--- src/design/snms_pkg.sv ---
// ---------------------------------------------------------------------------
// snms_pkg: shared types and constants for the scored top-N match selector
// Widths, scoring constants, register indexes, command and result words.
// ---------------------------------------------------------------------------
package snms_pkg;

  localparam int TOP_N      = 16;
  localparam int CNT_W      = $clog2(TOP_N + 1);
  localparam int IDX_W      = (TOP_N > 1) ? $clog2(TOP_N) : 1;

  localparam int HASH_W     = 32;
  localparam int BANK_W     = 8;
  localparam int ADDR_W     = 16;
  localparam int CONF_W     = 7;
  localparam int LIMIT_W    = 5;
  localparam int OUTCNT_W   = 5;
  localparam int CFG_IDX_W  = 3;
  localparam int CFG_DATA_W = 32;

  localparam logic [CONF_W-1:0] CONF_EXACT     = CONF_W'(100);
  localparam logic [CONF_W-1:0] CONF_STRUCT    = CONF_W'(60);
  localparam logic [CONF_W-1:0] CONF_BONUS     = CONF_W'(5);
  localparam logic [CONF_W-1:0] CONF_BONUS_CAP = CONF_W'(95);
  localparam logic [CONF_W-1:0] CONF_CALLEE    = CONF_W'(40);

  localparam logic [LIMIT_W-1:0] LIMIT_RESET   = LIMIT_W'(16);

  localparam int CMDQ_DEPTH = 4;
  localparam int CMDQ_AW    = $clog2(CMDQ_DEPTH);
  localparam int CMDQ_CW    = $clog2(CMDQ_DEPTH + 1);

  localparam int OQ_DEPTH   = 2;
  localparam int OQ_AW      = $clog2(OQ_DEPTH);
  localparam int OQ_CW      = $clog2(OQ_DEPTH + 1);

  typedef enum logic {
    OP_OFFER = 1'b0,
    OP_READ  = 1'b1
  } opcode_t;

  typedef enum logic [CFG_IDX_W-1:0] {
    REG_REF_VALID     = 3'd0,
    REG_REF_STRUCTURE = 3'd1,
    REG_REF_OPERAND   = 3'd2,
    REG_REF_CALLEE    = 3'd3,
    REG_REF_BANK      = 3'd4,
    REG_REF_ADDRESS   = 3'd5,
    REG_LIST_LIMIT    = 3'd6
  } cfg_reg_t;

  typedef enum logic {
    BK_IDLE = 1'b0,
    BK_READ = 1'b1
  } back_state_t;

  typedef struct packed {
    logic               exact;
    logic [CONF_W-1:0]  conf;
    logic [ADDR_W-1:0]  addr;
    logic [BANK_W-1:0]  bank;
  } entry_t;

  typedef struct packed {
    opcode_t op;
    entry_t  entry;
  } cmd_t;

  typedef struct packed {
    logic                valid;
    entry_t              entry;
    logic [OUTCNT_W-1:0] count;
    logic                last;
  } out_word_t;

endpackage

--- src/design/snms_cmd_fifo.sv ---
// ---------------------------------------------------------------------------
// snms_cmd_fifo: command queue between the scoring front and the list back
// A small flop-based queue of classified words; the head is visible directly.
// ---------------------------------------------------------------------------
module snms_cmd_fifo (
  input  logic          clk,
  input  logic          rst_n,
  input  logic          push,
  input  snms_pkg::cmd_t push_word,
  output logic          full,
  input  logic          pop,
  output logic          empty,
  output snms_pkg::cmd_t head
);
  import snms_pkg::*;

  cmd_t               mem_r [CMDQ_DEPTH];
  logic [CMDQ_AW-1:0] wp_r, wp_nxt;
  logic [CMDQ_AW-1:0] rp_r, rp_nxt;
  logic [CMDQ_CW-1:0] cnt_r, cnt_nxt;
  logic               do_push, do_pop;

  assign full    = (cnt_r == CMDQ_CW'(CMDQ_DEPTH));
  assign empty   = (cnt_r == '0);
  assign head    = mem_r[rp_r];
  assign do_push = push && !full;
  assign do_pop  = pop && !empty;

  always_comb begin
    wp_nxt  = do_push ? wp_r + 1'b1 : wp_r;
    rp_nxt  = do_pop  ? rp_r + 1'b1 : rp_r;
    cnt_nxt = cnt_r;
    if (do_push && !do_pop) begin
      cnt_nxt = cnt_r + 1'b1;
    end else if (do_pop && !do_push) begin
      cnt_nxt = cnt_r - 1'b1;
    end
  end

  always_ff @(posedge clk) begin
    if (!rst_n) begin
      wp_r  <= '0;
      rp_r  <= '0;
      cnt_r <= '0;
    end else begin
      wp_r  <= wp_nxt;
      rp_r  <= rp_nxt;
      cnt_r <= cnt_nxt;
    end
  end

  always_ff @(posedge clk) begin
    if (do_push) begin
      mem_r[wp_r] <= push_word;
    end
  end

endmodule

--- src/design/snms_front.sv ---
// ---------------------------------------------------------------------------
// snms_front: reference registers and candidate scoring
// Holds the configuration, scores each offered candidate and forwards scored
// offers and read-out requests as command words; unscored offers are dropped.
// ---------------------------------------------------------------------------
module snms_front (
  input  logic                               clk,
  input  logic                               rst_n,
  input  logic                               cfg_we,
  input  logic [snms_pkg::CFG_IDX_W-1:0]     cfg_index,
  input  logic [snms_pkg::CFG_DATA_W-1:0]    cfg_wdata,
  input  logic                               in_push,
  input  logic                               in_opcode,
  input  logic [snms_pkg::HASH_W-1:0]        in_cand_structure_hash,
  input  logic [snms_pkg::HASH_W-1:0]        in_cand_operand_hash,
  input  logic [snms_pkg::HASH_W-1:0]        in_cand_callee_hash,
  input  logic [snms_pkg::BANK_W-1:0]        in_cand_bank,
  input  logic [snms_pkg::ADDR_W-1:0]        in_cand_address,
  input  logic                               q_full,
  output logic                               q_push,
  output snms_pkg::cmd_t                     q_word,
  output logic [snms_pkg::CNT_W-1:0]         limit
);
  import snms_pkg::*;

  logic                ref_valid_r;
  logic [HASH_W-1:0]   ref_structure_r;
  logic [HASH_W-1:0]   ref_operand_r;
  logic [HASH_W-1:0]   ref_callee_r;
  logic [BANK_W-1:0]   ref_bank_r;
  logic [ADDR_W-1:0]   ref_address_r;
  logic [LIMIT_W-1:0]  list_limit_r;

  logic                struct_eq, operand_eq, callee_hit, loc_eq, scored;
  logic [CONF_W-1:0]   base_conf, conf;

  always_ff @(posedge clk) begin
    if (!rst_n) begin
      ref_valid_r     <= 1'b0;
      ref_structure_r <= '0;
      ref_operand_r   <= '0;
      ref_callee_r    <= '0;
      ref_bank_r      <= '0;
      ref_address_r   <= '0;
      list_limit_r    <= LIMIT_RESET;
    end else if (cfg_we) begin
      unique case (cfg_reg_t'(cfg_index))
        REG_REF_VALID:     ref_valid_r     <= cfg_wdata[0];
        REG_REF_STRUCTURE: ref_structure_r <= cfg_wdata[HASH_W-1:0];
        REG_REF_OPERAND:   ref_operand_r   <= cfg_wdata[HASH_W-1:0];
        REG_REF_CALLEE:    ref_callee_r    <= cfg_wdata[HASH_W-1:0];
        REG_REF_BANK:      ref_bank_r      <= cfg_wdata[BANK_W-1:0];
        REG_REF_ADDRESS:   ref_address_r   <= cfg_wdata[ADDR_W-1:0];
        REG_LIST_LIMIT:    list_limit_r    <= cfg_wdata[LIMIT_W-1:0];
        default: ;
      endcase
    end
  end

  // The programmed limit saturates at the list depth.
  always_comb begin
    if (32'(list_limit_r) > 32'(TOP_N)) begin
      limit = CNT_W'(TOP_N);
    end else begin
      limit = CNT_W'(list_limit_r);
    end
  end

  always_comb begin
    struct_eq  = (in_cand_structure_hash == ref_structure_r);
    operand_eq = (in_cand_operand_hash == ref_operand_r);
    callee_hit = (ref_callee_r != '0) && (in_cand_callee_hash == ref_callee_r);
    loc_eq     = (in_cand_bank == ref_bank_r) && (in_cand_address == ref_address_r);
    base_conf  = operand_eq ? CONF_EXACT : CONF_STRUCT;
    if (struct_eq) begin
      conf = (loc_eq && (base_conf < CONF_BONUS_CAP)) ? base_conf + CONF_BONUS : base_conf;
    end else begin
      conf = CONF_CALLEE;
    end
    scored = ref_valid_r && (struct_eq || callee_hit);
  end

  always_comb begin
    q_word.op          = opcode_t'(in_opcode);
    q_word.entry.exact = struct_eq && operand_eq;
    q_word.entry.conf  = conf;
    q_word.entry.addr  = in_cand_address;
    q_word.entry.bank  = in_cand_bank;
    q_push = in_push && !q_full && ((opcode_t'(in_opcode) == OP_READ) || scored);
  end

endmodule

--- src/design/snms_back.sv ---
// ---------------------------------------------------------------------------
// snms_back: best-list insertion chain and read-out sequencer
// A row of entry cells kept in descending score order; an offer is inserted
// by compare and shift, a read-out walks the held entries.
// ---------------------------------------------------------------------------
module snms_back (
  input  logic                        clk,
  input  logic                        rst_n,
  input  logic [snms_pkg::CNT_W-1:0]  limit,
  input  logic                        cmd_empty,
  input  snms_pkg::cmd_t              cmd,
  output logic                        cmd_pop,
  output logic                        out_empty,
  input  logic                        out_pop,
  output snms_pkg::out_word_t         out_word
);
  import snms_pkg::*;

  back_state_t        state_r, state_nxt;
  logic [CNT_W-1:0]   held_r, held_nxt;
  logic [IDX_W-1:0]   rd_idx_r, rd_idx_nxt;
  entry_t             cells_r [TOP_N];

  logic [CNT_W-1:0]   held_eff, limit_m1, held_m1;
  logic [TOP_N-1:0]   lt;
  logic               limit_zero, has_room, ins_ok, ins_en, rd_last;

  out_word_t          oq_r [OQ_DEPTH];
  logic [OQ_AW-1:0]   oq_wp_r, oq_rp_r;
  logic [OQ_CW-1:0]   oq_cnt_r;
  logic               oq_push, oq_pop, oq_space;
  out_word_t          oq_word;

  // Entries past a lowered limit are cut before the new offer is placed.
  always_comb begin
    held_eff   = (held_r > limit) ? limit : held_r;
    limit_zero = (limit == '0);
    limit_m1   = limit - 1'b1;
    held_m1    = held_r - 1'b1;
    has_room   = (held_eff < limit);
    for (int i = 0; i < TOP_N; i++) begin
      lt[i] = !(CNT_W'(i) < held_eff) || (cells_r[i].conf < cmd.entry.conf);
    end
    ins_ok  = !limit_zero && (has_room || lt[limit_m1[IDX_W-1:0]]);
    rd_last = (rd_idx_r == held_m1[IDX_W-1:0]);
  end

  assign oq_space  = (oq_cnt_r != OQ_CW'(OQ_DEPTH));
  assign out_empty = (oq_cnt_r == '0);
  assign out_word  = oq_r[oq_rp_r];
  assign oq_pop    = out_pop && !out_empty;

  always_comb begin
    state_nxt  = state_r;
    held_nxt   = held_r;
    rd_idx_nxt = rd_idx_r;
    cmd_pop    = 1'b0;
    oq_push    = 1'b0;
    oq_word    = '0;
    ins_en     = 1'b0;
    unique case (state_r)
      BK_IDLE: begin
        if (!cmd_empty) begin
          if (cmd.op == OP_READ) begin
            if (held_r == '0) begin
              if (oq_space) begin
                oq_push      = 1'b1;
                oq_word.last = 1'b1;
                cmd_pop      = 1'b1;
              end
            end else begin
              state_nxt  = BK_READ;
              rd_idx_nxt = '0;
              cmd_pop    = 1'b1;
            end
          end else begin
            cmd_pop = 1'b1;
            ins_en  = ins_ok;
            if (limit_zero) begin
              held_nxt = '0;
            end else if (ins_ok && has_room) begin
              held_nxt = held_eff + 1'b1;
            end else begin
              held_nxt = held_eff;
            end
          end
        end
      end
      BK_READ: begin
        if (oq_space) begin
          oq_push       = 1'b1;
          oq_word.valid = 1'b1;
          oq_word.entry = cells_r[rd_idx_r];
          oq_word.count = OUTCNT_W'(held_r);
          oq_word.last  = rd_last;
          if (rd_last) begin
            held_nxt  = '0;
            state_nxt = BK_IDLE;
          end else begin
            rd_idx_nxt = rd_idx_r + 1'b1;
          end
        end
      end
      default: state_nxt = BK_IDLE;
    endcase
  end

  always_ff @(posedge clk) begin
    if (!rst_n) begin
      state_r  <= BK_IDLE;
      held_r   <= '0;
      rd_idx_r <= '0;
    end else begin
      state_r  <= state_nxt;
      held_r   <= held_nxt;
      rd_idx_r <= rd_idx_nxt;
    end
  end

  // Each cell keeps its entry, takes the new one at the first lower score,
  // or takes its upper neighbor's entry below that point.
  always_ff @(posedge clk) begin
    if (ins_en) begin
      if (lt[0]) begin
        cells_r[0] <= cmd.entry;
      end
      for (int i = 1; i < TOP_N; i++) begin
        if (lt[i]) begin
          if (!lt[i-1]) begin
            cells_r[i] <= cmd.entry;
          end else begin
            cells_r[i] <= cells_r[i-1];
          end
        end
      end
    end
  end

  always_ff @(posedge clk) begin
    if (!rst_n) begin
      oq_wp_r  <= '0;
      oq_rp_r  <= '0;
      oq_cnt_r <= '0;
    end else begin
      if (oq_push) begin
        oq_wp_r <= oq_wp_r + 1'b1;
      end
      if (oq_pop) begin
        oq_rp_r <= oq_rp_r + 1'b1;
      end
      if (oq_push && !oq_pop) begin
        oq_cnt_r <= oq_cnt_r + 1'b1;
      end else if (oq_pop && !oq_push) begin
        oq_cnt_r <= oq_cnt_r - 1'b1;
      end
    end
  end

  always_ff @(posedge clk) begin
    if (oq_push) begin
      oq_r[oq_wp_r] <= oq_word;
    end
  end

  a_held_in_range: assert property (@(posedge clk) disable iff (!rst_n)
    held_r <= CNT_W'(TOP_N))
    else $error("held count exceeds list depth");

  a_read_nonempty: assert property (@(posedge clk) disable iff (!rst_n)
    state_r == BK_READ |-> held_r != '0)
    else $error("read-out walking an empty list");

  a_read_ends_clear: assert property (@(posedge clk) disable iff (!rst_n)
    (state_r == BK_READ && oq_push && oq_word.last) |=> (state_r == BK_IDLE && held_r == '0))
    else $error("list not cleared after final read-out word");

  a_no_cmd_in_read: assert property (@(posedge clk) disable iff (!rst_n)
    state_r == BK_READ |-> !cmd_pop)
    else $error("command taken during read-out");

endmodule

--- src/design/scored_top_n_match_selector.sv ---
// ---------------------------------------------------------------------------
// scored_top_n_match_selector: top level of the scored top-N match selector
// Scores candidate fingerprints against a reference and keeps the best N.
// ---------------------------------------------------------------------------
// The front scores a candidate in the cycle it is accepted and queues it for
// the list; candidates that match nothing never reach the queue. The back
// inserts one queued offer per cycle through a compare-and-shift row of
// TOP_N cells, so offers sustain one per cycle while no read-out is busy. A
// read-out of a non-empty list enters the read state, then gives one word per
// held entry through the single read port of the cell row as output space
// allows; an empty list gives its single word. Offers queued behind a read-out
// wait in the four-word command queue, and in_full rises once that queue is
// full. Results drain through a two-word output queue.
module scored_top_n_match_selector (
  input  logic                             clk,
  input  logic                             rst_n,
  input  logic                             cfg_we,
  input  logic [snms_pkg::CFG_IDX_W-1:0]   cfg_index,
  input  logic [snms_pkg::CFG_DATA_W-1:0]  cfg_wdata,
  input  logic                             in_push,
  output logic                             in_full,
  input  logic                             in_opcode,
  input  logic [snms_pkg::HASH_W-1:0]      in_cand_structure_hash,
  input  logic [snms_pkg::HASH_W-1:0]      in_cand_operand_hash,
  input  logic [snms_pkg::HASH_W-1:0]      in_cand_callee_hash,
  input  logic [snms_pkg::BANK_W-1:0]      in_cand_bank,
  input  logic [snms_pkg::ADDR_W-1:0]      in_cand_address,
  output logic                             out_empty,
  input  logic                             out_pop,
  output logic                             out_entry_valid,
  output logic [snms_pkg::BANK_W-1:0]      out_entry_bank,
  output logic [snms_pkg::ADDR_W-1:0]      out_entry_address,
  output logic [snms_pkg::CONF_W-1:0]      out_entry_confidence,
  output logic                             out_entry_exact,
  output logic [snms_pkg::OUTCNT_W-1:0]    out_list_count,
  output logic                             out_last
);
  import snms_pkg::*;

  logic             q_push, q_full, q_pop, q_empty;
  cmd_t             q_word, q_head;
  logic [CNT_W-1:0] limit;
  out_word_t        res;

  assign in_full = q_full;

  snms_front u_front (
    .clk                    (clk),
    .rst_n                  (rst_n),
    .cfg_we                 (cfg_we),
    .cfg_index              (cfg_index),
    .cfg_wdata              (cfg_wdata),
    .in_push                (in_push),
    .in_opcode              (in_opcode),
    .in_cand_structure_hash (in_cand_structure_hash),
    .in_cand_operand_hash   (in_cand_operand_hash),
    .in_cand_callee_hash    (in_cand_callee_hash),
    .in_cand_bank           (in_cand_bank),
    .in_cand_address        (in_cand_address),
    .q_full                 (q_full),
    .q_push                 (q_push),
    .q_word                 (q_word),
    .limit                  (limit)
  );

  snms_cmd_fifo u_cmd_fifo (
    .clk       (clk),
    .rst_n     (rst_n),
    .push      (q_push),
    .push_word (q_word),
    .full      (q_full),
    .pop       (q_pop),
    .empty     (q_empty),
    .head      (q_head)
  );

  snms_back u_back (
    .clk       (clk),
    .rst_n     (rst_n),
    .limit     (limit),
    .cmd_empty (q_empty),
    .cmd       (q_head),
    .cmd_pop   (q_pop),
    .out_empty (out_empty),
    .out_pop   (out_pop),
    .out_word  (res)
  );

  assign out_entry_valid      = res.valid;
  assign out_entry_bank       = res.entry.bank;
  assign out_entry_address    = res.entry.addr;
  assign out_entry_confidence = res.entry.conf;
  assign out_entry_exact      = res.entry.exact;
  assign out_list_count       = res.count;
  assign out_last             = res.last;

endmodule

--- config.mk ---
export PLATFORM = sky130hd
export DESIGN_NAME = scored_top_n_match_selector
export DESIGN_NICKNAME = d
export VERILOG_FILES = /design/src/design/snms_pkg.sv /design/src/design/snms_cmd_fifo.sv /design/src/design/snms_front.sv /design/src/design/snms_back.sv /design/src/design/scored_top_n_match_selector.sv
export SDC_FILE = /design/constraint.sdc
export NUM_CORES = 1
export LEC_CHECK = 0
export BUFFER_PORTS_ARGS = -buffer_cell sky130_fd_sc_hd__buf_2
export CAP_MARGIN = 20
export CORE_MARGIN = 2
export CORE_UTILIZATION = 42
export DETAILED_ROUTE_END_ITERATION = 8
export PLACE_DENSITY = 0.69
export SYNTH_ARGS = -nofsm -noshare
export SYNTH_HDL_FRONTEND = slang
export SYNTH_SLANG_ARGS = --single-unit
export TNS_END_PERCENT = 1
--- constraint.sdc ---
create_clock -name clk -period 15.61 [get_ports clk]
set_input_delay 3.9025 -clock clk [delete_from_list [all_inputs] [get_ports clk]]
set_output_delay 3.9025 -clock clk [all_outputs]
set_load 0.01 [all_outputs]
# After elaboration in Yosys (flattened, before gate mapping)
# Memories as Yosys holds them, arrays and structs flattened. A register that Yosys moved wholly into a read port is not among the register bits.
# Index checks and enable logic that the tools add are counted.
# W data, S select, Z words.
# totals
ff_bits,147
mem_bits_rw,722
output_inout_bits,41
wordCells,374
n_memories,3
# mem_list
memory,depth,width,read_ports,rd_ports_with_merged_regs,wr,line,text
u_back.cells_r,16,32,17,1,16,snms_back.sv:22,entry_t cells_r [TOP_N];
u_cmd_fifo.mem_r,4,33,1,1,1,snms_cmd_fifo.sv:17,cmd_t mem_r [CMDQ_DEPTH];
u_back.oq_r,2,39,1,1,1,snms_back.sv:28,out_word_t oq_r [OQ_DEPTH];
# classes
add_sub_neg,13
n_lt_le_gt_ge,37
eq_ne,21
mux,192
bitwise_logic,16
n_reduce_logical,76
# ops
cell,count
$mux W32,15
$mux W1,145
$lt A7 B7 Y1,16
$eq A32 B32 Y1,3
$lt A4 B5 Y1 const A,8
$mux W5,8
$mux W39,1
$mux W38,1
$reduce_bool A32 Y1,1
$mux W4,7
$logic_not A1 Y1,24
$mux W7,3
$lt A3 B5 Y1 const A,4
$logic_or A1 B1 Y1,19
$eq A16 B16 Y1,1
$logic_and A1 B1 Y1,16
$ne A2 B2 Y1 const B,8
$or A1 B1 Y1,15
$reduce_and A2 Y1,7
$eq A3 B3 Y1 const B,4
$logic_not A5 Y1,2
$lt A1 B5 Y1 const A,2
$lt A2 B5 Y1 const A,2
$pmux W5 S2,1
29 further kinds,42

# Depth between registers and ports, before layout
# logic_depth
word_depth,17
mapped_depth,20
ltp_nobuf,17

# Cells and area by module
# From an unflattened synthesis, not the netlist that was laid out.
# unflattened
cells_unflattened,2958
area_unflattened_um2,43813.3
# by_module_without_submodules
module,n_inst,cells_each,area_each_um2,seq_area_each_um2
snms_back,1,1968,32160.8,18097.4
snms_front,1,769,6354.8,2522.4
snms_cmd_fifo,1,221,5297.6,4144.0

# Least setup slack after synthesis
# No wires, ideal clock.
# synth_timing
path_kind,flip-flop to flip-flop
startpoint,register (tool-made name)
endpoint,"memory u_back.cells_r[2][0] (netlist bit), enable pin"
setup_ns,0.458
t_arrival_ns,6.672
required_time_ns,15.152
path_slack_ns,8.480
path_stages_with_launch,19
n_path_buf,5
synth_period_minus_slack_ns,7.130
path_cell_list,dfxtp_1 > buf_4 > clkbuf_1 > mux4_2 > clkbuf_1 > inv_1 > ha_1 > and4_1 > a221oi_1 > o21ai_0 > a31oi_1 > a2111o_1 > o311ai_0 > o311ai_1 > a21oi_2 > buf_2 > or2_2 > clkbuf_1 > nor3_1
# synth_rtl
item,line
"end, declared",snms_back.sv:22

# Worst setup path in the final report
# layout_timing
startpoint,input port in_cand_structure_hash[26] (netlist bit)
endpoint,register u_cmd_fifo.cnt_r[2]
# layout_between
elab_chain_len,9
word_cells_on_any_way,11
classes_between,eq/ne (1); mux (1); reduce/logical (9)
# layout_rtl
item,line,text
"start, declared",scored_top_n_match_selector.sv:23,"input logic [snms_pkg::HASH_W-1:0] in_cand_structure_hash,"
$eq A32 B32 Y1 (*),snms_front.sv:70,struct_eq = (in_cand_structure_hash == ref_structure_r);
$logic_or A1 B1 Y1 (*),snms_front.sv:80,scored = ref_valid_r && (struct_eq || callee_hit);
$logic_and A1 B1 Y1 (*),snms_front.sv:80,
$logic_or A1 B1 Y1 (*),snms_front.sv:89,q_push = in_push && !q_full && ((opcode_t'(in_opcode) == OP_READ) || scored);
$logic_and A1 B1 Y1 (*),snms_front.sv:89,
$logic_and A1 B1 Y1 (*),snms_cmd_fifo.sv:26,assign do_push = push && !full;
net u_cmd_fifo.do_push,snms_cmd_fifo.sv:21,"logic do_push, do_pop;"
$logic_not A1 Y1,snms_cmd_fifo.sv:35,end else if (do_pop && !do_push) begin
$logic_and A1 B1 Y1,snms_cmd_fifo.sv:35,
$reduce_bool A2 Y1 (no source line),-,
"end signal, assigned",snms_cmd_fifo.sv:48,cnt_r <= cnt_nxt;
"end, declared",snms_cmd_fifo.sv:20,"logic [CMDQ_CW-1:0] cnt_r, cnt_nxt;"
# Mark *: on every way through the listed nets, which the timed path passes. The rest lies on a longest branch.
# A chain may end at the register's enable or synchronous reset.

==> results_dict.tcl <==
set metrics [dict create \
    outcome "finished clean" \
    synth_async_sr_flop_share 0 \
    synth_most_common_cell "edfxtp_1" \
    antenna_left 0 \
    synth_seq_area_share 0.562 \
    cap_violations 0 \
    ctsLongestPathBuffers 3 \
    multi_input_area_mm2 0.0180 \
    ctsResizeCount 0 \
    cts-root-buf "clkbuf_16" \
    final_cell_area_mm2 0.0485 \
    final_max_slew_viol_count 0 \
    final_util 0.477 \
    syn_to_final_growth_pct 13.1 \
    synth-edff-count 700 \
    min_path_type "reg2reg" \
    cts_tree "done" \
    wirelength_um 115000 \
    post-synth-top-area-fraction 0.490 \
    grt_overflow 0 \
    seqCellArea_mm2 0.0241 \
    cp-start-kind "primary input" \
    hold_violations 0 \
    core.rowCount 117 \
    cts_hold_buf 0 \
    setup_slack_ns 8.74 \
    nFillCells 8734 \
    period_share 0.440 \
    grt_antenna_before_repair 12 \
    synth_fp_nets 3085 \
    synth_ff_type "edfxtp_1" \
    min_path_cells 2 \
    port-buffer-count 200 \
    nNetsFinal 3246 \
    setup_viol 0 \
    grt.total_usage 0.219 \
    worstReg2RegEnd "u_back.cells_r[2][22]" \
    clock_latency_ns 0.67 \
    netlist-cell-type-count 79 \
    grt_max_degree 133 \
    grt_pass1_wl_um 171000 \
    preCtsSetupSlack_ns 8.08 \
    gp_congestion 0.893 \
    min_from "u_front.ref_address_r[3]" \
    via_per_inst 5.79 \
    synth.largest_area_cell "edfxtp_1" \
    die-area_mm2 0.105 \
    placed_area_mm2 0.0453 \
    yosysWarnings 0 \
    worstMarginPinSlew_ns 1.08 \
    wl_per_cell_um 25.9 \
    ys_ff_latch 854 \
    dp_hpwl_um 69000 \
    cp.required_ns 16.19 \
    worstRegToRegCells 13 \
    grt_setup_unrepaired "false" \
    fin_skew_ns 0.0400 \
    start_util 0.422 \
    fmax_mhz 146 \
    postCtsSetupRepairBufs 0 \
    path_max_fanout 7 \
    cts-htree-levels 3 \
    worst_ep_arrival_time_ns 7.46 \
    yosys-top-cells-area "edfxtp_1 49%, mux4_2 9.8%, mux2_2 8.3%" \
    cts_made_buffers 90 \
    period_needed_ns 6.87 \
    leakagePower_nw 17.0 \
    worstSetupPathType "in2reg" \
    tns_ns 0 \
    netlist_area_mm2 0.0429 \
    ir_drop_uv 219 \
    p_per_area_mw_per_mm2 212 \
    vias 25600 \
    layout-drive-gt1-share 0.370 \
    dieWidth_um 324 \
    cp-end-kind "flip-flop" \
    drt_iter0_drc 2429 \
    coreArea_mm2 0.102 \
    syn_area_per_cell_um2 15.2 \
    io_pins 202 \
    regToRegSetupSlack_ns 9.10 \
    clkSinkCount 854 \
    yosys-top-cells-count "700 x edfxtp_1, 317 x mux2_2, 274 x nand2_1" \
    die_y_um 324 \
    grt_pass1_vias 25900 \
    netlist_instances 2823 \
    drt_first_pass_iters 5 \
    min_to "u_front.ref_address_r[3]" \
    drc 0 \
    slew_headroom 0.275 \
    clk_pin_slew_ns 0.06 \
]
## metal layers
layer,vias to the layer above,track usage,share of wire,wire [um]
li1,11200,-,-,-
met1,13000,0.298,0.42,48100
met2,1187,0.352,0.47,53600
met3,229,0.0448,0.080,9130
met4,18,0.0721,0.034,3900
met5,-,0,0.0011,122
## where the power goes
| group | switching, W | internal (W) |
|---|---|---|
| Clock | 0.000939 | 0.00130 |
| Sequential | 0.000413 | 0.00367 |
| Combinational | 0.00213 | 0.00180 |
| Total | 0.00349 | 0.00677 |
## cells by family after synthesis
group                    Yosys count  synth area share
buffers and inverters            214            0.0235
AO/OA/AOI/OAI                    268            0.0455
other                              1         0.0000874
AND/OR/NAND/NOR                  534            0.0600
multiplexers                     711             0.251
flip-flops                       854             0.562
adder cells (fa/ha/maj)          101            0.0296
XOR/XNOR                         140            0.0286
## cell usage in the layout, fill, tap and decap left out, drive strengths merged, types with 7 or more instances in the layout
master / instances
edfxtp: 700
mux2: 501
nand2: 274
buf: 253
mux4: 187
dfxtp: 154
a21boi: 118
clkbuf: 111
ha: 100
xnor2: 99
and2: 50
nor2: 43
xor2: 41
clkinv: 38
nand4: 33
a21oi: 31
nor2b: 31
o21ai: 31
inv: 29
nor4: 24
mux2i: 23
a21o: 20
nor3: 19
nand3: 15
nand2b: 12
bufinv: 12
a211oi: 10
clkinvlp: 8
and3: 7
o211ai: 7
o2111ai: 7
## registers in the layout, indices dropped and copies added, names as in the netlist, 3 cells and up, named ones only
name and cells:
u_back.oq_r 76, u_front.ref_operand_r 32, u_back.rd_idx_r 4, u_front.ref_callee_r 32
u_front.ref_structure_r 32, u_front.ref_bank_r 8, u_back.cells_r 496, u_back.held_r 5
u_front.ref_address_r 16, u_cmd_fifo.cnt_r 3, u_front.list_limit_r 5, u_cmd_fifo.mem_r 128
## worst max path at each step
stage	depth (start not counted)	slack, ns	start	endpoint
floorplan	18	8.48	flip-flop	u_back.cells_r[2][0]
global placement	14	8.30	in_cand_callee_hash[18]	u_cmd_fifo.cnt_r[2]
detailed placement	14	8.08	in_cand_structure_hash[26]	u_cmd_fifo.cnt_r[2]
CTS	14	8.76	in_cand_structure_hash[26]	u_cmd_fifo.cnt_r[2]
global route	14	8.44	in_cand_structure_hash[15]	u_cmd_fifo.cnt_r[2]
finish	14	8.74	in_cand_structure_hash[26]	u_cmd_fifo.cnt_r[2]
## final cells by class
type	count	area share
Clock buffer	111	0.0496
Clock inverter	57	0.0140
Tap cell	1368	0.0353
Timing Repair Buffer	253	0.0307
Sequential cell	854	0.497
Antenna cell	1	0.0000516
Multi-Input combinational cell	1755	0.371
Inverter	30	0.00232
## per-stage QoR
stage / power (W) / std cells / hold WS [ns]
after global placement: 0.00793 / 4254 / 0.466
final: 0.0103 / 4429 / 0.474
after detailed placement: 0.00801 / 4257 / 0.473
after global routing: 0.0107 / 4428 / 0.500
after floorplan: 0.00671 / 2823 / 0.455
after CTS: 0.0103 / 4425 / 0.481
## worst max-delay path, stage by stage
cell and delay (ns):
buf_2 0.10, xnor2_1 0.13, nand4_1 0.11, nor4_1 0.52, nand2_1 0.27, o21ai_0 0.22, a21oi_1 0.12, nor3b_1 0.70
ha_1 0.33, inv_1 0.06, fa_1 0.38, xor2_1 0.18, or3_1 0.30, a21boi_0 0.15
Power figures use the tool's default switching activity.
